<file path="config.mk">
export PLATFORM = sky130hd
export DESIGN_NAME = display_frame_shadow_serializer_unit
export DESIGN_NICKNAME = d
export VERILOG_FILES = /design/src/rtl/core/dfss_pkg.sv /design/src/rtl/core/display_frame_shadow_serializer_unit.sv /design/src/rtl/core/dfss_front.sv /design/src/rtl/core/dfss_queue.sv /design/src/rtl/core/dfss_back.sv
export SDC_FILE = /design/constraint.sdc
export NUM_CORES = 1
export LEC_CHECK = 0
export ABC_AREA = 1
export BUFFER_PORTS_ARGS = -buffer_cell sky130_fd_sc_hd__buf_2
export CAP_MARGIN = 40
export CORE_UTILIZATION = 60
export DETAILED_ROUTE_END_ITERATION = 12
export GPL_TIMING_DRIVEN = 0
export PLACE_DENSITY = 0.78
export SLEW_MARGIN = 20
export SYNTH_ARGS = -nofsm -noshare
export SYNTH_HDL_FRONTEND = slang
export SYNTH_HIERARCHICAL = 1
export SYNTH_SLANG_ARGS = --single-unit
</file>
<file path="constraint.sdc">
create_clock -name clk -period 5.3 [get_ports clk]
set_input_delay 0.53 -clock clk [delete_from_list [all_inputs] [get_ports clk]]
set_output_delay 0.53 -clock clk [all_outputs]
set_load 0.005 [all_outputs]
</file>
<file path="src/rtl/core/dfss_pkg.sv">
// ----------------------------------------------------------------------------
// dfss_pkg
// Shared types, character codes and helpers for the display frame serializer.
// ----------------------------------------------------------------------------
package dfss_pkg;

    typedef enum logic [2:0] {
        CMD_WRITE  = 3'd0,
        CMD_POLL   = 3'd1,
        CMD_DARK   = 3'd2,
        CMD_TICK   = 3'd3,
        CMD_REPEAT = 3'd4
    } cmd_t;

    localparam logic [7:0]  CHAR_D             = 8'h44;
    localparam logic [7:0]  CHAR_NL            = 8'h0A;
    localparam logic [7:0]  CHAR_ZERO          = 8'h30;
    localparam logic [7:0]  CHAR_A             = 8'h41;
    localparam logic [7:0]  BYTE1_RESET        = 8'h20;
    localparam logic [7:0]  DARK_BIT_MASK      = 8'h40;
    localparam logic [7:0]  BLANK_BYTE1        = 8'h60;
    localparam logic [7:0]  BYTE_ONES          = 8'hFF;
    localparam logic [31:0] IDLE_MAX           = 32'hFFFF_FFFF;
    localparam logic [31:0] DARK_TIMEOUT_RESET = 32'd5000000;

    // Upper-case ASCII hex digit of one nibble.
    function automatic logic [7:0] hex_char(input logic [3:0] v);
        logic [7:0] c;
        if (v < 4'd10)
        begin
            c = CHAR_ZERO + {4'd0, v};
        end
        else
        begin
            c = CHAR_A + {4'd0, v} - 8'd10;
        end
        return c;
    endfunction

endpackage

</file>
<file path="src/rtl/core/display_frame_shadow_serializer_unit.sv">
// ----------------------------------------------------------------------------
// display_frame_shadow_serializer_unit
// Display shadow with dark-mode blanking and an ASCII frame serializer.
// ----------------------------------------------------------------------------
// An item is taken whenever the two-entry frame queue has room, so writes,
// ticks and toggles flow at one per cycle. Each poll that sends a frame, and
// each repeat, queues a snapshot of the frame; the serializer then sends
// 2*NUM_BYTES+2 characters (14 at the default) one per cycle while the output
// is not stalled, through its output register, so a stream of frame-producing
// items is limited by that single character port. A new frame follows the
// previous newline without a gap when one is queued and the output is ready.
module display_frame_shadow_serializer_unit #(
    parameter int NUM_BYTES = 6
) (
    input  logic        clk,
    input  logic        rst_n,
    input  logic        s_axis_tvalid,
    output logic        s_axis_tready,
    input  logic [23:0] s_axis_tdata,  // sector_index[2:0], write_data[10:3],
                                       // write_mask[18:11], zero [23:19]
    input  logic [2:0]  s_axis_tuser,  // cmd[2:0]
    output logic        m_axis_tvalid,
    input  logic        m_axis_tready,
    output logic [7:0]  m_axis_tdata,  // out_char[7:0]
    output logic        m_axis_tlast,  // frame_end
    input  logic        cfg_we,
    input  logic [31:0] cfg_wdata
);
    import dfss_pkg::*;

    logic                   push;
    logic [NUM_BYTES*8-1:0] push_frame;
    logic                   q_full;
    logic                   q_valid;
    logic                   q_pop;
    logic [NUM_BYTES*8-1:0] q_data;

    dfss_front #(
        .NUM_BYTES(NUM_BYTES)
    ) u_front (
        .clk         (clk),
        .rst_n       (rst_n),
        .in_valid    (s_axis_tvalid),
        .in_ready    (s_axis_tready),
        .cmd         (s_axis_tuser),
        .sector_index(s_axis_tdata[2:0]),
        .write_data  (s_axis_tdata[10:3]),
        .write_mask  (s_axis_tdata[18:11]),
        .cfg_we      (cfg_we),
        .cfg_wdata   (cfg_wdata),
        .push        (push),
        .push_frame  (push_frame),
        .q_full      (q_full)
    );

    dfss_queue #(
        .WIDTH(NUM_BYTES * 8)
    ) u_queue (
        .clk      (clk),
        .rst_n    (rst_n),
        .push     (push),
        .push_data(push_frame),
        .full     (q_full),
        .pop      (q_pop),
        .valid    (q_valid),
        .pop_data (q_data)
    );

    dfss_back #(
        .NUM_BYTES(NUM_BYTES)
    ) u_back (
        .clk      (clk),
        .rst_n    (rst_n),
        .q_valid  (q_valid),
        .q_data   (q_data),
        .q_pop    (q_pop),
        .out_valid(m_axis_tvalid),
        .out_ready(m_axis_tready),
        .out_char (m_axis_tdata),
        .frame_end(m_axis_tlast)
    );

endmodule

</file>
<file path="src/rtl/core/dfss_front.sv">
// ----------------------------------------------------------------------------
// dfss_front
// Accepts items, keeps the display shadow, dark mode and idle timer, and
// pushes a snapshot of every frame that must be sent into the frame queue.
// ----------------------------------------------------------------------------
module dfss_front #(
    parameter int NUM_BYTES = 6
) (
    input  logic                   clk,
    input  logic                   rst_n,
    input  logic                   in_valid,
    output logic                   in_ready,
    input  logic [2:0]             cmd,
    input  logic [2:0]             sector_index,
    input  logic [7:0]             write_data,
    input  logic [7:0]             write_mask,
    input  logic                   cfg_we,
    input  logic [31:0]            cfg_wdata,
    output logic                   push,
    output logic [NUM_BYTES*8-1:0] push_frame,
    input  logic                   q_full
);
    import dfss_pkg::*;

    logic [NUM_BYTES-1:0][7:0] disp_reg, disp_next;
    logic [NUM_BYTES-1:0][7:0] last_reg, last_next;
    logic [NUM_BYTES-1:0][7:0] blank_frame, reset_frame;
    logic                      dirty_reg, dirty_next;
    logic                      dark_reg, dark_next;
    logic                      blank_reg, blank_next;
    logic [31:0]               idle_reg, idle_next;
    logic [31:0]               timeout_reg;
    logic                      accept;
    logic                      wr_en;
    logic [2:0]                wr_idx;
    logic [7:0]                wr_data;
    logic [7:0]                wr_mask;
    logic [7:0]                new_byte;

    assign in_ready = !q_full;
    assign accept   = in_valid && in_ready;

    // Byte 1 carries the special values; with a single byte there is none.
    always_comb
    begin
        for (int i = 0; i < NUM_BYTES; i++)
        begin
            blank_frame[i] = (i == 1) ? BLANK_BYTE1 : 8'h00;
            reset_frame[i] = (i == 1) ? BYTE1_RESET : 8'h00;
        end
    end

    always_comb
    begin
        disp_next  = disp_reg;
        last_next  = last_reg;
        dirty_next = dirty_reg;
        dark_next  = dark_reg;
        blank_next = blank_reg;
        idle_next  = idle_reg;
        push       = 1'b0;
        wr_en      = 1'b0;
        wr_idx     = sector_index;
        wr_data    = write_data;
        wr_mask    = write_mask;
        new_byte   = 8'h00;
        if (accept)
        begin
            case (cmd_t'(cmd))
                CMD_WRITE:
                begin
                    wr_en = 1'b1;
                end
                CMD_POLL:
                begin
                    if (dirty_reg)
                    begin
                        last_next  = disp_reg;
                        dirty_next = 1'b0;
                        blank_next = 1'b0;
                        push       = 1'b1;
                    end
                    else if (dark_reg && !blank_reg && (idle_reg > timeout_reg))
                    begin
                        last_next  = blank_frame;
                        blank_next = 1'b1;
                        push       = 1'b1;
                    end
                end
                CMD_DARK:
                begin
                    dark_next = !dark_reg;
                    wr_en     = 1'b1;
                    wr_idx    = 3'd1;
                    wr_data   = dark_next ? BYTE_ONES : 8'h00;
                    wr_mask   = DARK_BIT_MASK;
                end
                CMD_TICK:
                begin
                    if (idle_reg != IDLE_MAX)
                    begin
                        idle_next = idle_reg + 32'd1;
                    end
                end
                CMD_REPEAT:
                begin
                    push = 1'b1;
                end
                default:
                begin
                end
            endcase
        end
        // A write only counts as a change when the byte really changes.
        for (int i = 0; i < NUM_BYTES; i++)
        begin
            if (wr_en && (32'(wr_idx) == i))
            begin
                new_byte = (disp_reg[i] & ~wr_mask) | (wr_data & wr_mask);
                if (new_byte != disp_reg[i])
                begin
                    disp_next[i] = new_byte;
                    dirty_next   = 1'b1;
                    idle_next    = 32'd0;
                end
            end
        end
    end

    assign push_frame = last_next;

    always_ff @(posedge clk or negedge rst_n)
    begin
        if (!rst_n)
        begin
            disp_reg    <= reset_frame;
            last_reg    <= '0;
            dirty_reg   <= 1'b1;
            dark_reg    <= 1'b0;
            blank_reg   <= 1'b0;
            idle_reg    <= 32'd0;
            timeout_reg <= DARK_TIMEOUT_RESET;
        end
        else
        begin
            disp_reg  <= disp_next;
            last_reg  <= last_next;
            dirty_reg <= dirty_next;
            dark_reg  <= dark_next;
            blank_reg <= blank_next;
            idle_reg  <= idle_next;
            if (cfg_we)
            begin
                timeout_reg <= cfg_wdata;
            end
        end
    end

endmodule

</file>
<file path="src/rtl/core/dfss_queue.sv">
// ----------------------------------------------------------------------------
// dfss_queue
// Two-entry frame queue between the command front and the serializer.
// ----------------------------------------------------------------------------
module dfss_queue #(
    parameter int WIDTH = 48
) (
    input  logic             clk,
    input  logic             rst_n,
    input  logic             push,
    input  logic [WIDTH-1:0] push_data,
    output logic             full,
    input  logic             pop,
    output logic             valid,
    output logic [WIDTH-1:0] pop_data
);
    logic [WIDTH-1:0] mem [2];
    logic             wr_ptr_reg, wr_ptr_next;
    logic             rd_ptr_reg, rd_ptr_next;
    logic [1:0]       count_reg, count_next;
    logic             do_push, do_pop;

    assign full     = (count_reg == 2'd2);
    assign valid    = (count_reg != 2'd0);
    assign pop_data = mem[rd_ptr_reg];
    assign do_push  = push && !full;
    assign do_pop   = pop && valid;

    always_comb
    begin
        wr_ptr_next = do_push ? !wr_ptr_reg : wr_ptr_reg;
        rd_ptr_next = do_pop ? !rd_ptr_reg : rd_ptr_reg;
        count_next  = count_reg + {1'b0, do_push} - {1'b0, do_pop};
    end

    always_ff @(posedge clk)
    begin
        if (do_push)
        begin
            mem[wr_ptr_reg] <= push_data;
        end
    end

    always_ff @(posedge clk or negedge rst_n)
    begin
        if (!rst_n)
        begin
            wr_ptr_reg <= 1'b0;
            rd_ptr_reg <= 1'b0;
            count_reg  <= 2'd0;
        end
        else
        begin
            wr_ptr_reg <= wr_ptr_next;
            rd_ptr_reg <= rd_ptr_next;
            count_reg  <= count_next;
        end
    end

endmodule

</file>
<file path="src/rtl/core/dfss_back.sv">
// ----------------------------------------------------------------------------
// dfss_back
// Serializes one queued frame into 'D', two hex digits per byte and a newline,
// one character per cycle through a registered output while not stalled.
// ----------------------------------------------------------------------------
module dfss_back #(
    parameter int NUM_BYTES = 6
) (
    input  logic                   clk,
    input  logic                   rst_n,
    input  logic                   q_valid,
    input  logic [NUM_BYTES*8-1:0] q_data,
    output logic                   q_pop,
    output logic                   out_valid,
    input  logic                   out_ready,
    output logic [7:0]             out_char,
    output logic                   frame_end
);
    import dfss_pkg::*;

    localparam int NUM_CHARS = 2 * NUM_BYTES + 2;
    localparam int CW        = $clog2(NUM_CHARS);
    localparam logic [CW-1:0] LAST_CHAR = CW'(NUM_CHARS - 1);

    logic [NUM_BYTES-1:0][7:0] frame_reg;
    logic                      busy_reg;
    logic [CW-1:0]             cnt_reg;
    logic                      valid_reg;
    logic [7:0]                char_reg;
    logic                      end_reg;
    logic                      emit;
    logic                      load;
    logic                      is_last;
    logic [CW-1:0]             pos;
    logic [7:0]                sel_byte;
    logic [7:0]                char_next;

    assign emit    = busy_reg && (!valid_reg || out_ready);
    assign is_last = (cnt_reg == LAST_CHAR);
    assign load    = q_valid && (!busy_reg || (emit && is_last));
    assign q_pop   = load;

    always_comb
    begin
        pos      = cnt_reg - CW'(1);
        sel_byte = 8'h00;
        for (int i = 0; i < NUM_BYTES; i++)
        begin
            if (32'(pos[CW-1:1]) == i)
            begin
                sel_byte = frame_reg[i];
            end
        end
        if (cnt_reg == '0)
        begin
            char_next = CHAR_D;
        end
        else if (is_last)
        begin
            char_next = CHAR_NL;
        end
        else if (!pos[0])
        begin
            char_next = hex_char(sel_byte[7:4]);
        end
        else
        begin
            char_next = hex_char(sel_byte[3:0]);
        end
    end

    always_ff @(posedge clk)
    begin
        if (load)
        begin
            frame_reg <= q_data;
        end
        if (emit)
        begin
            char_reg <= char_next;
            end_reg  <= is_last;
        end
    end

    always_ff @(posedge clk or negedge rst_n)
    begin
        if (!rst_n)
        begin
            busy_reg  <= 1'b0;
            cnt_reg   <= '0;
            valid_reg <= 1'b0;
        end
        else
        begin
            if (load)
            begin
                busy_reg <= 1'b1;
                cnt_reg  <= '0;
            end
            else if (emit)
            begin
                cnt_reg <= cnt_reg + CW'(1);
                if (is_last)
                begin
                    busy_reg <= 1'b0;
                end
            end
            if (emit)
            begin
                valid_reg <= 1'b1;
            end
            else if (out_ready)
            begin
                valid_reg <= 1'b0;
            end
        end
    end

    assign out_valid = valid_reg;
    assign out_char  = char_reg;
    assign frame_end = end_reg;

endmodule

</file>
==> results.toml, run 1 <==
[critical_path]
crit_path_cell_trace = "inv_1 > ha_1 > nand2_1 > inv_1 > nand3_1 > nor2_1 > nand3_1 > nor2_1 > nor4_1 > nand2_1 > clkbuf_1 > nand3_1 > nand3_1 > inv_2 > buf_16"
worstPathBufferInverterCount = 5
critical-path-top-delay-family = "simple AND/OR/NAND/NOR gates"
worstSetupPathType = "reg2reg"
cp-start-kind = "flip-flop"
timing.critical_path.mode_cell = "sky130_fd_sc_hd__nand3_1"
worst_ep_arrival_time_ns = 3.98
crit_path_end_kind = "flip-flop"
cp_data_required_time_ns = 5.55
cpMaxStageDelayCell = "sky130_fd_sc_hd__dfstp_2"
path_max_fanout = 28
critical-path-max-stage-delay_ns = 0.51

[outcome]
outcome = "finished, violations left"
failed_checks = "negative hold slack"

[yosys]
synthDominantCellAreaShare = 0.291
total_number_of_yosys_warnings = 6
synthDominantAreaCellType = "sky130_fd_sc_hd__edfxtp_1"
yosys.area_share.xor_xnor = 0.0173
synth.net_count = 1834
synth-seq-cells = 325
synthesis.area_um2 = 15700
synth_fa_ha_area_frac = 0.0319
synth_sequential_area_ratio = 0.568
synth.area.top_cells = "sky130_fd_sc_hd__edfxtp_1 (29%), sky130_fd_sc_hd__dfrtp_1 (26%), sky130_fd_sc_hd__nand2_1 (12%)"
combinational_family_with_the_most_area_after_synthesis = "simple AND/OR/NAND/NOR gates"
netlist_instances = 1730
synth_area_per_cell_um2 = 9.06
synth_simple_gate_area_frac = 0.242
synth.distinct_cells = 41
synth_compound_area_frac = 0.0708
muxShareOfSynthArea = 0.00200

[clock_network]
h-tree-depth = 2
tritoncts.num_buffers = 35
post-cts-setup-buffers = 0
clkSlewWorstSetupHoldPaths_ns = 0.06
clk_path_buf_depth = 3
worstSkewPairLatency_ns = 0.51
cts_num_sinks = 325
root_buffer = "sky130_fd_sc_hd__clkbuf_16"
postCtsResizedCells = 0
cts_tree = "built"
cts_hold_buf = 0

[cells_and_area]
finalNetCount = 1939
fin_cells = 2190
final.fill_count = 1965
area_delta_synth_final_pct = 13.1
largest_register_ffs = 96
final_cell_mix = "sky130_fd_sc_hd__nand2_1 (484), sky130_fd_sc_hd__inv_1 (181), sky130_fd_sc_hd__o21ai_0 (174)"
fin_area_um2 = 17700
final_layout_size_suffix_gt1_frac = 0.123
commonest_non_fill_non_tap_cell_in_the_layout = "sky130_fd_sc_hd__nand2_1"
antenna_cells_inserted = 0
regMostFlops = "u_queue/mem"

[detailed_routing]
wl_per_cell_um = 17.0
routed-via-count = 12300
drt-vias-per-instance = 5.61
drt_wl_total_um = 37200
first_pass_iters = 7
remaining_drc_errors = 0
detail-route-antenna-nets = 0
drt_iter0_markers = 1228

[floorplanning]
floorplan.rows = 58
initial_utilization = 0.617
ioPinCount = 75
die_h_um = 164
chipWidth_um = 164
core-area_um2 = 25400
die_area_um2 = 26800

[timing]
setup_viol = 0
timing_worst_slew_pin_value_ns = 0.699
timing_hold_violations_final = 13
finalHoldWorstSlack_ns = -0.0127
rsz0062_at_grt = "no"
timing.final.max_slew_violations = 0
finClkSkew_ns = 0.0211
timing.slew.headroom = 0.529
fmaxAchievable_mhz = 268
final_min_period_over_clock_period = 0.703
min_period_ns = 3.73

[placement]
dpl-instance-area_um2 = 16500
hpwl_um = 26900
place_congestion = 1.02
portBuffers = 63
dp.cells = 2128

[power]
ir_drop_mv = 0.397
p_per_area_nw_per_um2 = 484
cellLeakagePower_nw = 8.15

[worst_hold_path]
worstHoldPathType = "in2async"

[grt]
pin_count_of_the_biggest_net_entering_global_routing = 100
antenna_found_initial = 0
globalRouteOverflowTotal = 0
grt_pass1_wl_um = 59400
grtUsageTotal = 0.289
grt_pass1_vias = 11600

[flow_run]
drv_cap = 0
-- worst reg2reg max path: stages, from the launching register on --
cell	delay, ns
sky130_fd_sc_hd__dfstp_2	0.51
sky130_fd_sc_hd__inv_1	0.04
sky130_fd_sc_hd__ha_1	0.28
sky130_fd_sc_hd__nand2_1	0.05
sky130_fd_sc_hd__inv_1	0.09
sky130_fd_sc_hd__nand3_1	0.08
sky130_fd_sc_hd__nor2_1	0.17
sky130_fd_sc_hd__nand3_1	0.21
sky130_fd_sc_hd__nor2_1	0.21
sky130_fd_sc_hd__nor4_1	0.07
sky130_fd_sc_hd__nand2_1	0.22
sky130_fd_sc_hd__clkbuf_1	0.45
sky130_fd_sc_hd__nand3_1	0.30
sky130_fd_sc_hd__nand3_1	0.21
sky130_fd_sc_hd__inv_2	0.28
sky130_fd_sc_hd__buf_16	0.29
-- per-layer routing --
layer,share of wire,vias up,global-route usage,wire length (um)
li1,-,5934,-,-
met1,0.44,5771,0.407,16300
met2,0.46,492,0.456,16900
met3,0.070,85,0.0391,2590
met4,0.035,0,0.112,1290
met5,0,-,0,0
-- report_power, final --
group	internal [mW]	total (mW)	switching [mW]
Combinational	0.865	2.63	1.77
Clock	1.50	2.47	0.976
Sequential	3.24	3.47	0.238
Total	5.60	8.58	2.98
-- worst paths after layout --
path / from / end / slack [ns] / depth (start not counted)
hold / removal: rst_n / u_front/timeout_reg[4] / -0.01 / 1
hold reg to reg: u_queue/wr_ptr_reg / u_queue/wr_ptr_reg / 0.48 / 2
min in group clk: cfg_wdata[13] / u_front/timeout_reg[13] / 0.23 / 3
setup / recovery: u_front/timeout_reg[11] / u_queue/mem[0][46] / 1.57 / 15
setup reg to reg: u_front/timeout_reg[11] / u_queue/mem[0][46] / 1.57 / 15
max in group asynchronous: rst_n / u_front/disp_reg[13] / 4.38 / 2
-- per-stage QoR --
| step | power, mW | setup TNS (ns) | util | setup slack (ns) |
|---|---|---|---|---|
| global route | 9.12 | 0 | 0.698 | 1.40 |
| finish | 8.58 | 0 | 0.698 | 1.57 |
| floorplan | 5.35 | 0 | - | 1.02 |
| global placement | 5.97 | -28.03 | 0.646 | -0.588 |
| CTS | 8.60 | 0 | 0.698 | 1.64 |
| detailed placement | 6.10 | 0 | 0.652 | 1.72 |
-- cell usage after synthesis, drive strengths merged --
library cell / count
mux2: 1
dfrtp: 163
o211ai: 5
conb: 1
or2: 4
nor2: 125
edfxtp: 152
a31oi: 3
nor4: 3
inv: 196
nand2: 498
and3: 1
nand4: 52
buf: 31
mux2i: 2
nor3b: 1
xor2: 25
nand3b: 2
ha: 40
clkbuf: 25
dfstp: 10
clkinv: 2
nand3: 157
o21bai: 1
nor3: 16
o21ai: 178
o21a: 2
xnor2: 6
a21oi: 28
-- cells by family (layout without fill, tap and decap cells) --
kind of cell	count (synthesis)	in the layout
simple gates	859	859
flops	325	325
buf+inv	254	384
compound gates	217	217
fa+ha+maj	40	40
xor+xnor	31	31
mux	3	3
other cells	1	1
-- final cells by class --
| cell class | instances | area [um2] | area share |
|---|---|---|---|
| Tap cell | 330 | 413 | 0.0233 |
| Sequential cell | 325 | 8910 | 0.503 |
| Multi-Input combinational cell | 1151 | 5730 | 0.323 |
| Clock inverter | 18 | 198 | 0.0112 |
| Buffer | 56 | 309 | 0.0174 |
| Timing Repair Buffer | 68 | 448 | 0.0253 |
| Clock buffer | 44 | 972 | 0.0549 |
| Inverter | 198 | 743 | 0.0419 |
Power figures use the tool's default switching activity.
==> inputs of run 2 (changes only) <==
--- a/config.mk
+++ b/config.mk
@@ -5,13 +5,13 @@
 export SDC_FILE = /design/constraint.sdc
 export NUM_CORES = 1
 export LEC_CHECK = 0
-export ABC_AREA = 1
+export ABC_AREA = 0
 export BUFFER_PORTS_ARGS = -buffer_cell sky130_fd_sc_hd__buf_2
 export CAP_MARGIN = 40
-export CORE_UTILIZATION = 60
+export CORE_UTILIZATION = 56
 export DETAILED_ROUTE_END_ITERATION = 12
 export GPL_TIMING_DRIVEN = 0
-export PLACE_DENSITY = 0.78
+export PLACE_DENSITY = 0.77
 export SLEW_MARGIN = 20
 export SYNTH_ARGS = -nofsm -noshare
 export SYNTH_HDL_FRONTEND = slang
==> constraint.sdc (replaced) <==
create_clock -name clk -period 3.4 [get_ports clk]
set_input_delay 0.34 -clock clk [delete_from_list [all_inputs] [get_ports clk]]
set_output_delay 0.34 -clock clk [all_outputs]
set_load 0.005 [all_outputs]
==> run 2 against run 1 <==
The flow now finishes without violations. Die area rose by 9.9%. Global-route usage fell by 1.1 points. Critical path depth fell by 4. Hold slack improved by 0.039 ns. Clock power rose by 50%. Total power rose by 45%. First-iteration DRC count fell by 1.5%. Sequential share of layout area fell by 2.1 points. Worst setup slack got worse by 1.5 ns. Combinational power rose by 44%. Final cell count fell by 14%. Critical endpoint is now u_front/idle_reg[26].
==> results.toml, run 2 <==
[power]
cellLeakagePower_nw = 7.57
p_per_area_nw_per_um2 = 671
p_total_mw = 12.4
ir_drop_mv = 0.451

[yosys]
synth_flop_cell = "sky130_fd_sc_hd__dfrtp_1"
total_number_of_yosys_warnings = 6
synth.net_count = 1468
ys_async_sr_fraction = 0.532
synth_common_cells = "sky130_fd_sc_hd__dfrtp_1 (163), sky130_fd_sc_hd__edfxtp_1 (152), sky130_fd_sc_hd__o21ai_0 (107)"
synth_sequential_area_ratio = 0.553
synth-seq-cells = 325
synthesis.area_um2 = 16100
yosysMostFrequentCell = "sky130_fd_sc_hd__dfrtp_1"
synth.area.top_cells = "sky130_fd_sc_hd__edfxtp_1 (28%), sky130_fd_sc_hd__dfrtp_1 (25%), sky130_fd_sc_hd__mux2_2 (5.2%)"
synthDominantAreaCellType = "sky130_fd_sc_hd__edfxtp_1"
synth.distinct_cells = 93
netlist_instances = 1364
synth_area_per_cell_um2 = 11.8
synthDominantCellAreaShare = 0.284
synth_enable_flop_cells = 152

[detailed_routing]
met3_wirelength_um = 2650
wl_per_cell_um = 20.9
drt_iter0_markers = 1209
remaining_drc_errors = 0
first_pass_iters = 5
dr_wl_met2_um = 18700
wirelength_met1_um = 17100
drt-vias-per-instance = 6.02
drt_wl_total_um = 39500
topRoutingLayerUsed = "met4"
routed-via-count = 11400
detail-route-antenna-nets = 0

[timing]
timing_worst_slew_pin_value_ns = 0.842
finClkSkew_ns = 0.0177
timing.slew.headroom = 0.435
timing_hold_violations_final = 0
fmaxAchievable_mhz = 303
min_period_ns = 3.30
setup_viol = 0
final_min_period_over_clock_period = 0.969
finalHoldWorstSlack_ns = 0.0262
timing.final.max_slew_violations = 0

[critical_path]
crit_path_end_kind = "flip-flop"
critical-path-max-stage-delay_ns = 0.52
cp-start-kind = "flip-flop"
worst_ep_arrival_time_ns = 3.73
cp_data_required_time_ns = 3.83
cpMaxStageDelayCell = "sky130_fd_sc_hd__o21ai_1"
path_max_fanout = 10
timing.critical_path.mode_cell = "sky130_fd_sc_hd__buf_6"
worstSetupPathType = "reg2reg"
crit_path_cell_trace = "nand2b_2 > inv_2 > or4b_4 > buf_6 > o21ai_1 > o22ai_1 > o41ai_4 > buf_6 > nand4_4 > buf_6 > nor3_2"

[cells_and_area]
regMostFlops = "u_queue/mem"
area_delta_synth_final_pct = 14.9
largest_register_ffs = 96
post-route-util = 0.660
final_layout_size_suffix_gt1_frac = 0.221
commonest_non_fill_non_tap_cell_in_the_layout = "sky130_fd_sc_hd__dfrtp_1"
final_cell_mix = "sky130_fd_sc_hd__dfrtp_1 (162), sky130_fd_sc_hd__edfxtp_1 (152), sky130_fd_sc_hd__o21ai_0 (101)"
finalNetCount = 1588
final.fill_count = 2100

[floorplanning]
ioPinCount = 75
initial_utilization = 0.575
chipWidth_um = 172
die_area_um2 = 29400
core-area_um2 = 28000
die_h_um = 172
floorplan.rows = 61

[grt]
grt_pass1_wl_um = 62300
grt_pass1_vias = 11300
globalRouteOverflowTotal = 0
antenna_found_initial = 1
grtUsageTotal = 0.278
pin_count_of_the_biggest_net_entering_global_routing = 101

[clock_network]
cts_tree = "built"
cts_num_sinks = 325
tritoncts.num_buffers = 35
root_buffer = "sky130_fd_sc_hd__clkbuf_16"
clk_path_buf_depth = 3
clkSlewWorstSetupHoldPaths_ns = 0.06
h-tree-depth = 2
worstSkewPairLatency_ns = 0.52

[placement]
portBuffers = 64
place_congestion = 0.929
hpwl_um = 27700

[outcome]
outcome = "finished clean"

[worst_hold_path]
worstHoldPathType = "in2reg"

[flow_run]
drv_cap = 0
[run 2: cells by family (layout without fill, tap and decap cells)]
family,count (synthesis),after routing,share of synthesized area
and+or+nand+nor,395,395,0.138
DFF,325,325,0.553
AOI/OAI and AO/OA,289,289,0.123
buffers and inverters,129,276,0.0355
muxes,102,102,0.0736
xor gates and xnor gates,83,83,0.0452
adders and majority gates,40,40,0.0311
other,1,2,0.000233
[run 2: worst paths after layout]
| check | endpoint | depth (start not counted) | start | slack [ns] |
|---|---|---|---|---|
| setup / recovery | u_front/idle_reg[26] | 11 | u_queue/count_reg[0] | 0.10 |
| hold / removal | u_front/timeout_reg[31] | 3 | cfg_wdata[31] | 0.03 |
| setup reg to reg | u_front/idle_reg[26] | 11 | u_queue/count_reg[0] | 0.10 |
| hold reg to reg | u_back/out_valid | 1 | u_back/busy_reg | 0.48 |
| max in group asynchronous | u_front/last_reg[43] | 4 | rst_n | 2.16 |
| min in group asynchronous | u_back/cnt_reg[3] | 2 | rst_n | 0.22 |
[run 2: stage by stage]
step	instances	setup TNS, ns	worst slack [ns]	instance area, um2
floorplan	1364	0	0.0510	16100
global placement	1806	-279.63	-1.45	16900
detailed placement	1812	-98.39	-0.961	17000
CTS	1880	0	0.000266	18300
global route	1890	-0.0146	-0.0115	18500
finish	1890	0	0.104	18500
[run 2: final cells by class]
class / instances / area [um2] / area share
flip-flops and latches: 325 / 8910 / 0.482
multi-input cells: 910 / 6790 / 0.367
clock buffers: 46 / 988 / 0.0535
repair buffers: 85 / 567 / 0.0307
well taps: 378 / 473 / 0.0256
plain buffers: 75 / 408 / 0.0221
inverters: 52 / 203 / 0.0110
clock inverters: 18 / 144 / 0.00778
diodes: 1 / 2.50 / 0.000135
[run 2: timing repair]
item	in CTS	in global routing
gates cloned	0	0
resized for setup	28	37
buffers inserted	5	9
setup endpoints to repair	204	141
hold endpoints to repair	33	0
pin swaps	3	7
hold buffers	1	0
[run 2: report_power, final]
part           internal, mW  total [mW]  switching (mW)  leakage [nW]
logic                  1.71        3.79            2.08          3.68
clock network          2.14        3.71            1.57         0.540
registers              4.59        4.90           0.314          3.36
total                  8.45        12.4            3.96          7.57
[run 2: critical path: cells and delay by family (launching register included)]
kind                   cells  cell delay, ns
DFF                        1            0.37
AOI/OAI and AO/OA          3            1.09
and+or+nand+nor            4            1.02
buffers and inverters      4            0.70
[run 2: routing by layer]
metal,track usage,vias to the layer above
li1,-,5242
met1,0.385,5622
met2,0.448,436
met3,0.0414,82
met4,0.100,0
met5,0,-
